**src/design/wts_pkg.sv**
```systemverilog
// ----------------------------------------------------------------------------
// wts_pkg
// Shared types and constants of the whitespace token splitter.
// ----------------------------------------------------------------------------
`default_nettype none

package wts_pkg;

    // Width of the internal token length counter.
    localparam int LENGTH_BITS = 16;

    // Width of the token length field on the result channel.
    localparam int OUT_LEN_BITS = 16;

    // Width of the configuration register index and data.
    localparam int CFG_INDEX_BITS = 1;
    localparam int CFG_DATA_BITS  = 1;

    // Configuration register indexes.
    localparam logic [CFG_INDEX_BITS-1:0] CFG_HIGH_BYTES_SEPARATE = 1'd0;
    localparam logic [CFG_INDEX_BITS-1:0] CFG_COMMENTS_ENABLED    = 1'd1;

    typedef logic [LENGTH_BITS-1:0] t_len;

    // One result beat.
    typedef struct packed {
        logic                    char_valid;
        logic [7:0]              token_char;
        logic                    token_begins;
        logic                    token_ends;
        logic [OUT_LEN_BITS-1:0] token_length;
        logic                    was_quoted;
        logic                    last_of_run;
    } t_result;

endpackage : wts_pkg

`default_nettype wire

```
**src/design/wts_in_if.sv**
```systemverilog
// ----------------------------------------------------------------------------
// wts_in_if
// Text byte channel: valid/ready handshake with the byte and a final mark.
// ----------------------------------------------------------------------------
`default_nettype none

interface wts_in_if;
    logic       valid;
    logic       ready;
    logic [7:0] byte_in;
    logic       final_byte;

    modport source (output valid, output byte_in, output final_byte, input ready);
    modport sink   (input valid, input byte_in, input final_byte, output ready);
endinterface : wts_in_if

`default_nettype wire

```
**src/design/wts_out_if.sv**
```systemverilog
// ----------------------------------------------------------------------------
// wts_out_if
// Token result channel: valid/ready handshake with one token beat.
// ----------------------------------------------------------------------------
`default_nettype none

interface wts_out_if;
    logic        valid;
    logic        ready;
    logic        char_valid;
    logic [7:0]  token_char;
    logic        token_begins;
    logic        token_ends;
    logic [15:0] token_length;
    logic        was_quoted;
    logic        last_of_run;

    modport source (
        output valid, output char_valid, output token_char, output token_begins,
        output token_ends, output token_length, output was_quoted,
        output last_of_run, input ready
    );
    modport sink (
        input valid, input char_valid, input token_char, input token_begins,
        input token_ends, input token_length, input was_quoted,
        input last_of_run, output ready
    );
endinterface : wts_out_if

`default_nettype wire

```
**src/design/wts_scanner.sv**
```systemverilog
// ----------------------------------------------------------------------------
// wts_scanner
// Scan state, configuration registers and the per-byte decode that yields
// up to two result beats.
// ----------------------------------------------------------------------------
`default_nettype none

module wts_scanner (
    input  wire logic                               i_clk,
    input  wire logic                               i_rst_n,
    input  wire logic                               i_cfg_we,
    input  wire logic [wts_pkg::CFG_INDEX_BITS-1:0] i_cfg_index,
    input  wire logic [wts_pkg::CFG_DATA_BITS-1:0]  i_cfg_data,
    input  wire logic                               i_fire,
    input  wire logic [7:0]                         i_byte,
    input  wire logic                               i_final,
    output      logic [1:0]                         o_num,
    output      wts_pkg::t_result                   o_res0,
    output      wts_pkg::t_result                   o_res1
);
    import wts_pkg::*;

    localparam logic [2:0] MODE_BETWEEN = 3'd0;
    localparam logic [2:0] MODE_SLASH   = 3'd1;
    localparam logic [2:0] MODE_COMMENT = 3'd2;
    localparam logic [2:0] MODE_PLAIN   = 3'd3;
    localparam logic [2:0] MODE_QUOTED  = 3'd4;

    localparam logic [7:0] CH_SPACE  = 8'h20;
    localparam logic [7:0] CH_SLASH  = 8'h2F;
    localparam logic [7:0] CH_NL     = 8'h0A;
    localparam logic [7:0] CH_DQUOTE = 8'h22;
    localparam logic [7:0] CH_SQUOTE = 8'h27;
    localparam logic [7:0] CH_NUL    = 8'h00;

    localparam t_len LEN_MAX = '1;

    typedef struct packed {
        logic [2:0] mode;
        logic       qdbl;
        t_len       len;
        logic [1:0] num;
        t_result    res0;
        t_result    res1;
    } t_scan;

    logic [2:0] r_mode;
    logic       r_qdbl;
    t_len       r_len;
    logic       r_hbs;
    logic       r_cmt;
    logic       sep;
    t_scan      s;

    // Clamp the counter to the width of the output field.
    function automatic logic [OUT_LEN_BITS-1:0] out_len(t_len c);
        logic [32:0] w;
        w = 33'(c);
        return (w > 33'(16'hFFFF)) ? 16'hFFFF : w[OUT_LEN_BITS-1:0];
    endfunction

    function automatic t_scan push_char(t_scan st, logic [7:0] ch, logic q);
        t_result r;
        logic    first;
        first = (st.len == '0);
        r     = '0;
        if (st.num != 2'd2) begin
            if (st.len != LEN_MAX) begin
                st.len = st.len + LENGTH_BITS'(1);
            end
            r.char_valid   = 1'b1;
            r.token_char   = ch;
            r.token_begins = first;
            r.token_length = out_len(st.len);
            r.was_quoted   = q;
            if (st.num == 2'd0) begin
                st.res0 = r;
            end else begin
                st.res1 = r;
            end
            st.num = st.num + 2'd1;
        end
        return st;
    endfunction

    // A token end rides on the byte just pushed when there is one;
    // otherwise it becomes a beat of its own.
    function automatic t_scan close_token(t_scan st);
        t_result r;
        t_result last;
        r    = '0;
        last = (st.num == 2'd2) ? st.res1 : st.res0;
        if (st.num != 2'd0 && last.char_valid && !last.token_ends) begin
            if (st.num == 2'd2) begin
                st.res1.token_ends = 1'b1;
            end else begin
                st.res0.token_ends = 1'b1;
            end
        end else if (st.num != 2'd2) begin
            r.token_begins = (st.len == '0);
            r.token_ends   = 1'b1;
            r.token_length = out_len(st.len);
            r.was_quoted   = (st.mode == MODE_QUOTED);
            if (st.num == 2'd0) begin
                st.res0 = r;
            end else begin
                st.res1 = r;
            end
            st.num = st.num + 2'd1;
        end
        st.mode = MODE_BETWEEN;
        st.len  = '0;
        return st;
    endfunction

    assign sep = (i_byte <= CH_SPACE) || (r_hbs && i_byte[7]);

    always_comb begin
        s      = '0;
        s.mode = r_mode;
        s.qdbl = r_qdbl;
        s.len  = r_len;
        case (r_mode)
            MODE_SLASH: begin
                if (i_byte == CH_SLASH) begin
                    s.mode = MODE_COMMENT;
                end else begin
                    s.mode = MODE_PLAIN;
                    s.len  = '0;
                    s      = push_char(s, CH_SLASH, 1'b0);
                    if (sep) begin
                        s = close_token(s);
                    end else begin
                        s = push_char(s, i_byte, 1'b0);
                    end
                end
            end
            MODE_COMMENT: begin
                if (i_byte == CH_NL) begin
                    s.mode = MODE_BETWEEN;
                end
            end
            MODE_PLAIN: begin
                if (sep) begin
                    s = close_token(s);
                end else begin
                    s = push_char(s, i_byte, 1'b0);
                end
            end
            MODE_QUOTED: begin
                if (i_byte == CH_NUL || i_byte == (r_qdbl ? CH_DQUOTE : CH_SQUOTE)) begin
                    s = close_token(s);
                end else begin
                    s = push_char(s, i_byte, 1'b1);
                end
            end
            default: begin
                s.mode = MODE_BETWEEN;
                if (sep) begin
                    s.mode = MODE_BETWEEN;
                end else if (i_byte == CH_SLASH && r_cmt) begin
                    s.mode = MODE_SLASH;
                end else if (i_byte == CH_DQUOTE || i_byte == CH_SQUOTE) begin
                    s.mode = MODE_QUOTED;
                    s.qdbl = (i_byte == CH_DQUOTE);
                    s.len  = '0;
                end else begin
                    s.mode = MODE_PLAIN;
                    s.len  = '0;
                    s      = push_char(s, i_byte, 1'b0);
                end
            end
        endcase

        // End of data: a held slash becomes a token, open tokens close,
        // an open comment is dropped.
        if (i_final) begin
            if (s.mode == MODE_SLASH) begin
                s.mode = MODE_PLAIN;
                s.len  = '0;
                s      = push_char(s, CH_SLASH, 1'b0);
            end
            if (s.mode == MODE_PLAIN || s.mode == MODE_QUOTED) begin
                s = close_token(s);
            end
            s.mode = MODE_BETWEEN;
            s.len  = '0;
        end

        if (s.num == 2'd2) begin
            s.res1.last_of_run = 1'b1;
        end else if (s.num == 2'd1) begin
            s.res0.last_of_run = 1'b1;
        end
    end

    assign o_num  = s.num;
    assign o_res0 = s.res0;
    assign o_res1 = s.res1;

    always_ff @(posedge i_clk) begin
        if (!i_rst_n) begin
            r_mode <= MODE_BETWEEN;
            r_qdbl <= 1'b0;
            r_len  <= '0;
            r_hbs  <= 1'b1;
            r_cmt  <= 1'b1;
        end else begin
            if (i_fire) begin
                r_mode <= s.mode;
                r_qdbl <= s.qdbl;
                r_len  <= s.len;
            end
            if (i_cfg_we) begin
                case (i_cfg_index)
                    CFG_HIGH_BYTES_SEPARATE: r_hbs <= i_cfg_data[0];
                    CFG_COMMENTS_ENABLED:    r_cmt <= i_cfg_data[0];
                    default:                 r_hbs <= r_hbs;
                endcase
            end
        end
    end

endmodule : wts_scanner

`default_nettype wire

```
**src/design/wts_result_buffer.sv**
```systemverilog
// ----------------------------------------------------------------------------
// wts_result_buffer
// Holds the result beats of one byte and hands them out one per beat.
// ----------------------------------------------------------------------------
`default_nettype none

module wts_result_buffer (
    input  wire logic             i_clk,
    input  wire logic             i_rst_n,
    input  wire logic             i_load,
    input  wire logic [1:0]       i_num,
    input  wire wts_pkg::t_result i_res0,
    input  wire wts_pkg::t_result i_res1,
    output      logic             o_can_load,
    wts_out_if.source             o_out
);
    import wts_pkg::*;

    t_result    r_res0;
    t_result    r_res1;
    logic [1:0] r_num;
    logic       r_pos;
    logic       pop;
    t_result    head;

    assign pop        = o_out.valid && o_out.ready;
    assign o_can_load = (r_num == 2'd0) || (r_num == 2'd1 && pop);
    assign head       = r_pos ? r_res1 : r_res0;

    assign o_out.valid        = (r_num != 2'd0);
    assign o_out.char_valid   = head.char_valid;
    assign o_out.token_char   = head.token_char;
    assign o_out.token_begins = head.token_begins;
    assign o_out.token_ends   = head.token_ends;
    assign o_out.token_length = head.token_length;
    assign o_out.was_quoted   = head.was_quoted;
    assign o_out.last_of_run  = head.last_of_run;

    always_ff @(posedge i_clk) begin
        if (!i_rst_n) begin
            r_num <= 2'd0;
            r_pos <= 1'b0;
        end else if (i_load) begin
            r_num <= i_num;
            r_pos <= 1'b0;
        end else if (pop) begin
            r_num <= r_num - 2'd1;
            r_pos <= 1'b1;
        end
    end

    always_ff @(posedge i_clk) begin
        if (i_load) begin
            r_res0 <= i_res0;
            r_res1 <= i_res1;
        end
    end

endmodule : wts_result_buffer

`default_nettype wire

```
**src/design/whitespace_token_splitter.sv**
```systemverilog
// ----------------------------------------------------------------------------
// whitespace_token_splitter
// Splits a byte stream into tokens at whitespace, with quoted tokens and
// line comments.
// ----------------------------------------------------------------------------
// Usage:
//   Text enters on i_in one byte per beat; final_byte marks the last byte of
//   the data and closes any open token. Token bytes leave on o_out, one beat
//   per result, with begin and end marks, a saturating length and a quoted
//   flag. last_of_run flags the final beat caused by one input byte.
//   An accepted byte is held in an input register, decoded against the
//   scan state, and its results are loaded into a two-entry result buffer
//   that drives o_out. One byte is accepted every cycle while o_out.ready
//   stays high and each byte yields at most one beat. A byte that yields
//   two beats (a held slash followed by a token byte, for instance) keeps
//   the result buffer busy until both are taken, which sets the rate to one
//   byte per result beat in that case. Bytes that yield nothing
//   (separators, comment text) retire without loading the result buffer.
//   When o_out.ready is low, the result buffer holds its beats, the decode
//   stage waits with a byte that has results, and i_in.ready drops once
//   the input register is occupied. Reset clears the scan state to between
//   tokens, empties both stages and sets both configuration registers to 1.
//   Configuration is written through i_cfg_* only while the block is idle;
//   the user must keep to this, the block itself does not enforce it.
// ----------------------------------------------------------------------------
`default_nettype none

module whitespace_token_splitter (
    input  wire logic                               i_clk,
    input  wire logic                               i_rst_n,
    input  wire logic                               i_cfg_we,
    input  wire logic [wts_pkg::CFG_INDEX_BITS-1:0] i_cfg_index,
    input  wire logic [wts_pkg::CFG_DATA_BITS-1:0]  i_cfg_data,
    wts_in_if.sink                                  i_in,
    wts_out_if.source                               o_out
);
    import wts_pkg::*;

    // Input register: one byte waiting for decode.
    logic       r_in_valid;
    logic [7:0] r_in_byte;
    logic       r_in_final;

    logic       fire;
    logic       can_load;
    logic [1:0] scan_num;
    t_result    scan_res0;
    t_result    scan_res1;

    // The decode stage retires its byte when the byte has no results, or
    // when the result buffer is free (or frees up this cycle).
    assign fire       = r_in_valid && (scan_num == 2'd0 || can_load);
    assign i_in.ready = !r_in_valid || fire;

    always_ff @(posedge i_clk) begin
        if (!i_rst_n) begin
            r_in_valid <= 1'b0;
        end else if (i_in.ready) begin
            r_in_valid <= i_in.valid;
        end
    end

    always_ff @(posedge i_clk) begin
        if (i_in.ready && i_in.valid) begin
            r_in_byte  <= i_in.byte_in;
            r_in_final <= i_in.final_byte;
        end
    end

    wts_scanner u_scanner (
        .i_clk       (i_clk),
        .i_rst_n     (i_rst_n),
        .i_cfg_we    (i_cfg_we),
        .i_cfg_index (i_cfg_index),
        .i_cfg_data  (i_cfg_data),
        .i_fire      (fire),
        .i_byte      (r_in_byte),
        .i_final     (r_in_final),
        .o_num       (scan_num),
        .o_res0      (scan_res0),
        .o_res1      (scan_res1)
    );

    wts_result_buffer u_result_buffer (
        .i_clk      (i_clk),
        .i_rst_n    (i_rst_n),
        .i_load     (fire && scan_num != 2'd0),
        .i_num      (scan_num),
        .i_res0     (scan_res0),
        .i_res1     (scan_res1),
        .o_can_load (can_load),
        .o_out      (o_out)
    );

endmodule : whitespace_token_splitter

`default_nettype wire

```
**src/flat_wrapper.sv**
```systemverilog
// flat-port wrapper written by rule: the top's interface ports become plain ports
module whitespace_token_splitter_flat import wts_pkg::*;
  (i_clk, i_rst_n, i_cfg_we, i_cfg_index, i_cfg_data, i_in_valid, i_in_byte_in, i_in_final_byte, i_in_ready, o_out_valid, o_out_char_valid, o_out_token_char, o_out_token_begins, o_out_token_ends, o_out_token_length, o_out_was_quoted, o_out_last_of_run, o_out_ready);
  wts_in_if i_in_i ();
  wts_out_if o_out_i ();
  input  wire logic i_clk;
  input  wire logic i_rst_n;
  input  wire logic i_cfg_we;
  input  wire logic [wts_pkg::CFG_INDEX_BITS-1:0] i_cfg_index;
  input  wire logic [wts_pkg::CFG_DATA_BITS-1:0] i_cfg_data;
  input wire logic [$bits(i_in_i.valid)-1:0] i_in_valid;
  input wire logic [$bits(i_in_i.byte_in)-1:0] i_in_byte_in;
  input wire logic [$bits(i_in_i.final_byte)-1:0] i_in_final_byte;
  output wire logic [$bits(i_in_i.ready)-1:0] i_in_ready;
  output wire logic [$bits(o_out_i.valid)-1:0] o_out_valid;
  output wire logic [$bits(o_out_i.char_valid)-1:0] o_out_char_valid;
  output wire logic [$bits(o_out_i.token_char)-1:0] o_out_token_char;
  output wire logic [$bits(o_out_i.token_begins)-1:0] o_out_token_begins;
  output wire logic [$bits(o_out_i.token_ends)-1:0] o_out_token_ends;
  output wire logic [$bits(o_out_i.token_length)-1:0] o_out_token_length;
  output wire logic [$bits(o_out_i.was_quoted)-1:0] o_out_was_quoted;
  output wire logic [$bits(o_out_i.last_of_run)-1:0] o_out_last_of_run;
  input wire logic [$bits(o_out_i.ready)-1:0] o_out_ready;
  assign i_in_i.valid = i_in_valid;
  assign i_in_i.byte_in = i_in_byte_in;
  assign i_in_i.final_byte = i_in_final_byte;
  assign i_in_ready = i_in_i.ready;
  assign o_out_valid = o_out_i.valid;
  assign o_out_char_valid = o_out_i.char_valid;
  assign o_out_token_char = o_out_i.token_char;
  assign o_out_token_begins = o_out_i.token_begins;
  assign o_out_token_ends = o_out_i.token_ends;
  assign o_out_token_length = o_out_i.token_length;
  assign o_out_was_quoted = o_out_i.was_quoted;
  assign o_out_last_of_run = o_out_i.last_of_run;
  assign o_out_i.ready = o_out_ready;
  whitespace_token_splitter u_core (.i_clk(i_clk), .i_rst_n(i_rst_n), .i_cfg_we(i_cfg_we), .i_cfg_index(i_cfg_index), .i_cfg_data(i_cfg_data), .i_in(i_in_i), .o_out(o_out_i));
endmodule
```
**config.mk**
```make
export PLATFORM = sky130hd
export DESIGN_NAME = whitespace_token_splitter_flat
export DESIGN_NICKNAME = d
export VERILOG_FILES = /design/src/design/wts_pkg.sv /design/src/design/wts_in_if.sv /design/src/design/wts_out_if.sv /design/src/design/wts_scanner.sv /design/src/design/wts_result_buffer.sv /design/src/design/whitespace_token_splitter.sv /design/src/flat_wrapper.sv
export SDC_FILE = /design/constraint.sdc
export NUM_CORES = 1
export LEC_CHECK = 0
export BUFFER_PORTS_ARGS = -buffer_cell sky130_fd_sc_hd__buf_2
export CAP_MARGIN = 15
export CORE_ASPECT_RATIO = 0.5
export CORE_MARGIN = 2
export CORE_UTILIZATION = 60
export CTS_CLUSTER_DIAMETER = 200
export DETAILED_ROUTE_END_ITERATION = 7
export GPL_TIMING_DRIVEN = 0
export HOLD_SLACK_MARGIN = 0.06
export PLACE_DENSITY = 0.88
export SLEW_MARGIN = 15
export SYNTH_ARGS = -nofsm -noshare
export SYNTH_HDL_FRONTEND = slang
export SYNTH_SLANG_ARGS = --single-unit
```
**constraint.sdc**
```tcl
create_clock -name i_clk -period 14.75 [get_ports i_clk]
set_input_delay 2.2125 -clock i_clk [delete_from_list [all_inputs] [get_ports i_clk]]
set_output_delay 2.2125 -clock i_clk [all_outputs]
set_load 0.02 [all_outputs]
```
Word-level counts from Yosys, hierarchy flattened
Index checks and enable logic that the tools add are counted.
{ "totals": {"ff_bits": 93, "input_bits": 16, "output_inout_bits": 31, "wordCells": 149} }
{ "classes": {"addsub": 6, "order_cmp": 1, "n_eq_ne": 22, "muxes": 56, "n_bitwise": 2, "n_reduce_logical": 38} }
{ "ops": {"columns": ["cell", "count"], "rows": [
  ["$mux W80", 5],
  ["$mux W29", 11],
  ["$pmux W77 S4", 1],
  ["$mux W77", 3],
  ["$mux W76", 3],
  ["$mux W60", 3],
  ["$mux W79", 1],
  ["$mux W61", 1],
  ["$mux W59", 1],
  ["$mux W28", 2],
  ["$logic_not A16 Y1", 3],
  ["$mux W18", 2],
  ["$add A16 B1 Y16 const B", 2],
  ["$mux W16", 2],
  ["$ne A16 B16 Y1 const B", 2],
  ["$eq A8 B6 Y1 const B", 3],
  ["$mux W12", 2],
  ["$mux W20", 1],
  ["$mux W3", 4],
  ["$pmux W3 S4", 1],
  ["$logic_and A1 B1 Y1", 11],
  ["$logic_not A2 Y1", 5],
  ["$mux W1", 10],
  ["$reduce_bool A2 Y1", 5],
  ["other kinds (18)", 41]
]} }

Longest topological paths before layout
{ "logic_depth": {"ltp_word": 28, "mapped_depth": 19, "mapped_depth_nobuf": 15} }

Cells and area by module
From an unflattened synthesis, not the netlist that was laid out.
{ "unflattened": {"cells_unflattened": 609, "area_unflattened_um2": 5994.5} }
{ "modules_own_cells": {"columns": ["module", "instances", "cells_each", "area_per_inst_um2", "seq_area_each_um2"], "rows": [
  ["wts_scanner", 1, 480, 3265.6, 440.4],
  ["wts_result_buffer", 1, 110, 2387.3, 1801.7],
  ["whitespace_token_splitter", 1, 19, 341.6, 290.3]
]} }

Worst setup path before layout
OpenSTA, ideal clock, no wires.
{ "synth_timing": {"path_kind": "register -> register", "start": "register u_core.r_in_byte[7]", "end": "register u_core.u_result_buffer.r_res0[0] in the netlist's numbering, enable pin", "setup_time_ns": 0.474, "arrival_ns": 5.867, "t_required_ns": 14.276, "path_slack_ns": 8.409, "path_stages_with_launch": 16, "n_path_buf": 1, "synth_period_minus_slack_ns": 6.341, "path_cell_list": "edfxtp_1 nor4b_2 o2111ai_1 a31oi_2 a21o_1 ha_1 nand2_1 and2_1 ha_1 buf_2 a311o_1 a211oi_4 mux2i_1 nand2_1 nor2_1 nor2_1"} }
{ "synth_via": {"elab_chain_cells": 21, "elab_cells_between_ends": 55, "classes_between": "add/sub (2); order compare (1); eq/ne (11); mux (24); reduce/logical (17)"} }
{ "synth_rtl": {"columns": ["item", "line_no", "rtl"], "rows": [
  ["from (decl)", "whitespace_token_splitter.sv:41", "logic [7:0] r_in_byte;"],
  ["from (signal assigned)", "whitespace_token_splitter.sv:65", "r_in_byte <= i_in.byte_in;"],
  ["parallel branches: the longest is 16 deep, another holds $le A8 B6 Y1", null, null],
  ["$mux W80 *", "wts_scanner.sv:177", "if (i_final) begin"],
  ["$logic_not A2 Y1", "whitespace_token_splitter.sv:52", "assign fire = r_in_valid && (scan_num == 2'd0 || can_load);"],
  ["$logic_or A1 B1 Y1", "whitespace_token_splitter.sv:52", null],
  ["$logic_and A1 B1 Y1", "whitespace_token_splitter.sv:52", null],
  ["$logic_and A1 B1 Y1 *", "whitespace_token_splitter.sv:87", ".i_load (fire && scan_num != 2'd0),"],
  ["via u_core.u_result_buffer.i_load", "wts_result_buffer.sv:10", "input wire logic i_load,"],
  ["to (signal assigned)", "wts_result_buffer.sv:54", "r_res0 <= i_res0;"],
  ["to (decl)", "wts_result_buffer.sv:19", "t_result r_res0;"]
]} }
Mark *: on every way through the listed nets, which the timed path passes. The select of a mux whose other input is x is not followed.
A chain may end at the register's enable or synchronous reset.

Worst setup path in the final report
{ "layout_timing": {"start": "register u_core.r_in_byte[6]", "end": "output port i_in_ready"} }
{ "layout_via": {"elab_chain_cells": 21, "elab_cells_between_ends": 53, "classes_between": "add/sub (2); order compare (1); eq/ne (11); mux (24); reduce/logical (15)"} }
{ "layout_rtl": {"columns": ["item", "line_no", "rtl"], "rows": [
  ["parallel branches: the longest is 16 deep, another holds $le A8 B6 Y1", null, null],
  ["$mux W80 *", "wts_scanner.sv:177", null],
  ["$logic_not A2 Y1 *", "whitespace_token_splitter.sv:52", null],
  ["$logic_or A1 B1 Y1 *", "whitespace_token_splitter.sv:52", null],
  ["$logic_and A1 B1 Y1 *", "whitespace_token_splitter.sv:52", null],
  ["$logic_or A1 B1 Y1 *", "whitespace_token_splitter.sv:53", "assign i_in.ready = !r_in_valid || fire;"],
  ["to (decl)", "flat_wrapper.sv:14", "output wire logic [$bits(i_in_i.ready)-1:0] i_in_ready;"]
]} }
Every way passes the cells marked *. The select of a mux whose other input is x is not followed.

==> flow_summary.ini <==
[worst_setup_path]
required_ps = 12540
reg2reg_depth = 16
path_max_fanout = 9
rrSetupSlack_ps = 9270
worstPathCellList = nor4b_2, nand3_1, a31oi_2, a21o_1, ha_1, nand2_1, and2_1, ha_1, buf_2, a311o_1, a211oi_4, o211ai_1, a31oi_1, inv_1, buf_2
crit_path_top_delay_cell = nor4b_2
endpoint_kind = output port
worstReg2RegStart = u_core.r_in_byte[6]
timing.rr.end = u_core.u_result_buffer.r_res0[9]
criticalPathCategory = reg2out
cp.arrival_ps = 4950
slowest_delay_ps = 650
critPathLaunchType = flop

[sta]
fin_setup_tns_ps = 0
setup_viol = 0
finalClockSkew_ps = 8.27
fmax_ghz = 0.140
setup_slack_ps = 7590
slew_violations = 0
period_share_pct = 48.5
rsz0062_at_grt = no
worst_pin_slew_ps = 1180
period_needed_ps = 7160
relSlewSlack_pct = 20.6
hold_violations = 0

[outcome]
violations = DRC
outcome = finished with violations

[detailed_routing]
ant_nets = 0
wl_per_cell_um = 19.9
vias = 5038
drt_iter0_markers = 616
drcViolationCount = 3
drt_wl_total_um = 15100
viasPerCell = 6.64
dr.pass1.iters = 8

[pwr]
p_switching_uw = 301
sw_frac_of_total_pct = 35.8
p_leak_nw = 2.33
power_frac_comb_pct = 36.0
p_seq_share_pct = 39.6
intPower_uw = 540
ir_drop_mv = 0.0989
p_clk_share_pct = 24.4
totalPowerFinal_uw = 841
power_density_nw_per_um2 = 134

[final_layout]
antenna_cells = 0
drive_gt1_share_pct = 17.8
multiInputGateArea_sq_um = 2850
nFillCells = 690
regArea_sq_um = 2530
synthToLayoutAreaGrowth_pct = 12.7
final_common_cell = edfxtp_1
mostFrequentLayoutCells = 67 x edfxtp_1, 57 x buf_2, 42 x nand2_1, 32 x nor2_1, 31 x a21oi_1
layout.nets = 662

[logic_synthesis]
post-synth-top-area-cell = edfxtp_1
ys_seq_area_share_pct = 45.6
yosys_warnings = 0
syn_area_sq_um = 5550
synth-edff-count = 67
synth_cell_types = 72
synthFlopType = edfxtp_1
synth_seq_cells = 93
yosysTopAreaCellShare_pct = 36.2
synth_async_sr_flop_share_pct = 0
avgSynthCellArea_sq_um = 9.81
synth_area_leaders = edfxtp_1 36%, dfxtp_1 9.4%, mux2_2 6.1%, nand2_1 2.8%, a21oi_1 2.8%
syn-instance-count = 566

[clock_network]
clock_latency_ps = 340
tritoncts = yes
numClockSinks = 93
cts_setup_buffers = 0
cts_root_buffer = clkbuf_16
htree_levels = 3
cts-hold-fix-buffers = 0
numCtsBuffers = 9
post_cts_resized = 0
clkTransAtPathRegs_ps = 60
clockBufferDepth = 2

[floorplanning]
rows = 24
die_x_um = 140
start_util_pct = 62.7
die_area_sq_um = 10100
core-area_sq_um = 8860
io_pins = 47
die_h_um = 72.0

[global_route]
met2_usage_pct = 49.8
grt_max_degree = 33
grt_usage_pct = 31.2
met1_usage_pct = 44.4
grt-ovfl-total = 0
grt_pass1_vias = 4665
met3_usage_pct = 6.40
top_usage_layer = met2
grt_pass1_wl_um = 24500
antenna_found_initial = 0

[worst_hold_path]
hold_path_startpoint = u_core.u_scanner.r_hbs
hold_depth = 2
hold_path_end = u_core.u_scanner.r_hbs
hp-class = reg2reg

[placed_design]
place.gp.congestion = 0.937
port_buffers = 46
dp_hpwl_um = 10800
pre_cts_ws_ps = 8080

[flow_run]
maxCapViolations = 0
logic make-up (layout without fill, tap and decap cells):
logic type | after synthesis | count (layout) | synth area share (%)
AOI/OAI and AO/OA | 168 | 168 | 21.1
muxes | 34 | 34 | 6.81
DFF | 93 | 93 | 45.6
and+or+nand+nor | 204 | 204 | 19.7
xor gates and xnor gates | 4 | 4 | 0.631
adders and majority gates | 9 | 9 | 2.03
other | 1 | 14 | 0.0676
buffers and inverters | 53 | 116 | 4.10
critical path, delay by kind of cell, from the launching register on:
kind / cells / cell delay, ps
fa+ha+maj: 2 / 420
simple gates: 4 / 1150
compound gates: 6 / 2110
flops: 1 / 510
buf+inv: 3 / 400
power by group through the flow:
stage          registers [mW]  clock network [mW]  logic (mW)
6_report                0.332               0.205       0.303
4_1_cts                 0.332               0.206       0.298
2_1_floorplan           0.336                   0       0.214
3_5_place_dp            0.338                   0       0.297
5_1_grt                 0.336               0.215       0.327
3_3_place_gp            0.339                   0       0.285
synth_stat cells (4+ instances only):
library cell / number
a211oi_1: 5
a21o_1: 11
a21oi_1: 31
a31oi_1: 18
and2_1: 12
and3_1: 20
buf_2: 11
clkbuf_1: 26
dfxtp_1: 26
edfxtp_1: 67
ha_1: 9
inv_1: 12
mux2_2: 30
mux2i_1: 4
nand2_1: 42
nand2b_1: 8
nand3_1: 29
nand4_1: 6
nor2_1: 33
nor3_1: 11
nor3b_1: 5
nor4_1: 11
o211a_1: 4
o211ai_1: 9
o21a_1: 5
o21ai_0: 28
o22ai_1: 4
o31ai_1: 17
or2_2: 4
or3_1: 5
layer usage:
metal  vias up  share of wire (%)
met2       318                 45
met1      2385                 44
met5         -                  0
li1       2305                  -
met3        30                9.8
met4         0                1.7
worst max path at each step:
stage	startpoint	slack, ps	end
final	u_core.r_in_byte[6]	7590	i_in_ready
after global routing	u_core.r_in_byte[7]	7240	i_in_ready
after CTS	u_core.r_in_byte[6]	7700	i_in_ready
after detailed placement	u_core.r_in_byte[6]	8080	i_in_ready
after global placement	u_core.r_in_byte[7]	7010	u_core.u_result_buffer.r_res0[9]
after floorplan	u_core.r_in_byte[7]	8410	u_core.u_result_buffer.r_res0[0]
per-stage QoR:
step           area [sq um]  util, %  instances  hold slack (ps)
2_1_floorplan          5600        -        579              459
3_3_place_gp           5980     67.5        742              499
3_5_place_dp           6000     67.8        743              498
4_1_cts                6260     70.6        759              515
5_1_grt                6260     70.6        759              593
6_report               6260     70.6        759              514
flip-flops by register name, summed over array words and instances, names as in the netlist:
register / flops
u_core.u_result_buffer.r_res0: 29
u_core.u_result_buffer.r_res1: 29
u_core.u_scanner.r_len: 16
u_core.r_in_byte: 8
u_core.u_scanner.r_mode: 3
u_core.u_result_buffer.r_num: 2
u_core.r_in_final: 1
u_core.r_in_valid: 1
u_core.u_result_buffer.r_pos: 1
u_core.u_scanner.r_cmt: 1
u_core.u_scanner.r_hbs: 1
u_core.u_scanner.r_qdbl: 1
final cells by class:
type,count,share of cell area (%)
inverter,13,0.780
multi-input combinational,433,45.5
buffer,40,2.86
clock inverter,4,0.260
timing repair buffer,47,4.00
sequential,93,40.5
clock buffer,12,3.78
tap,117,2.34
(Power assumes the default switching activity.)
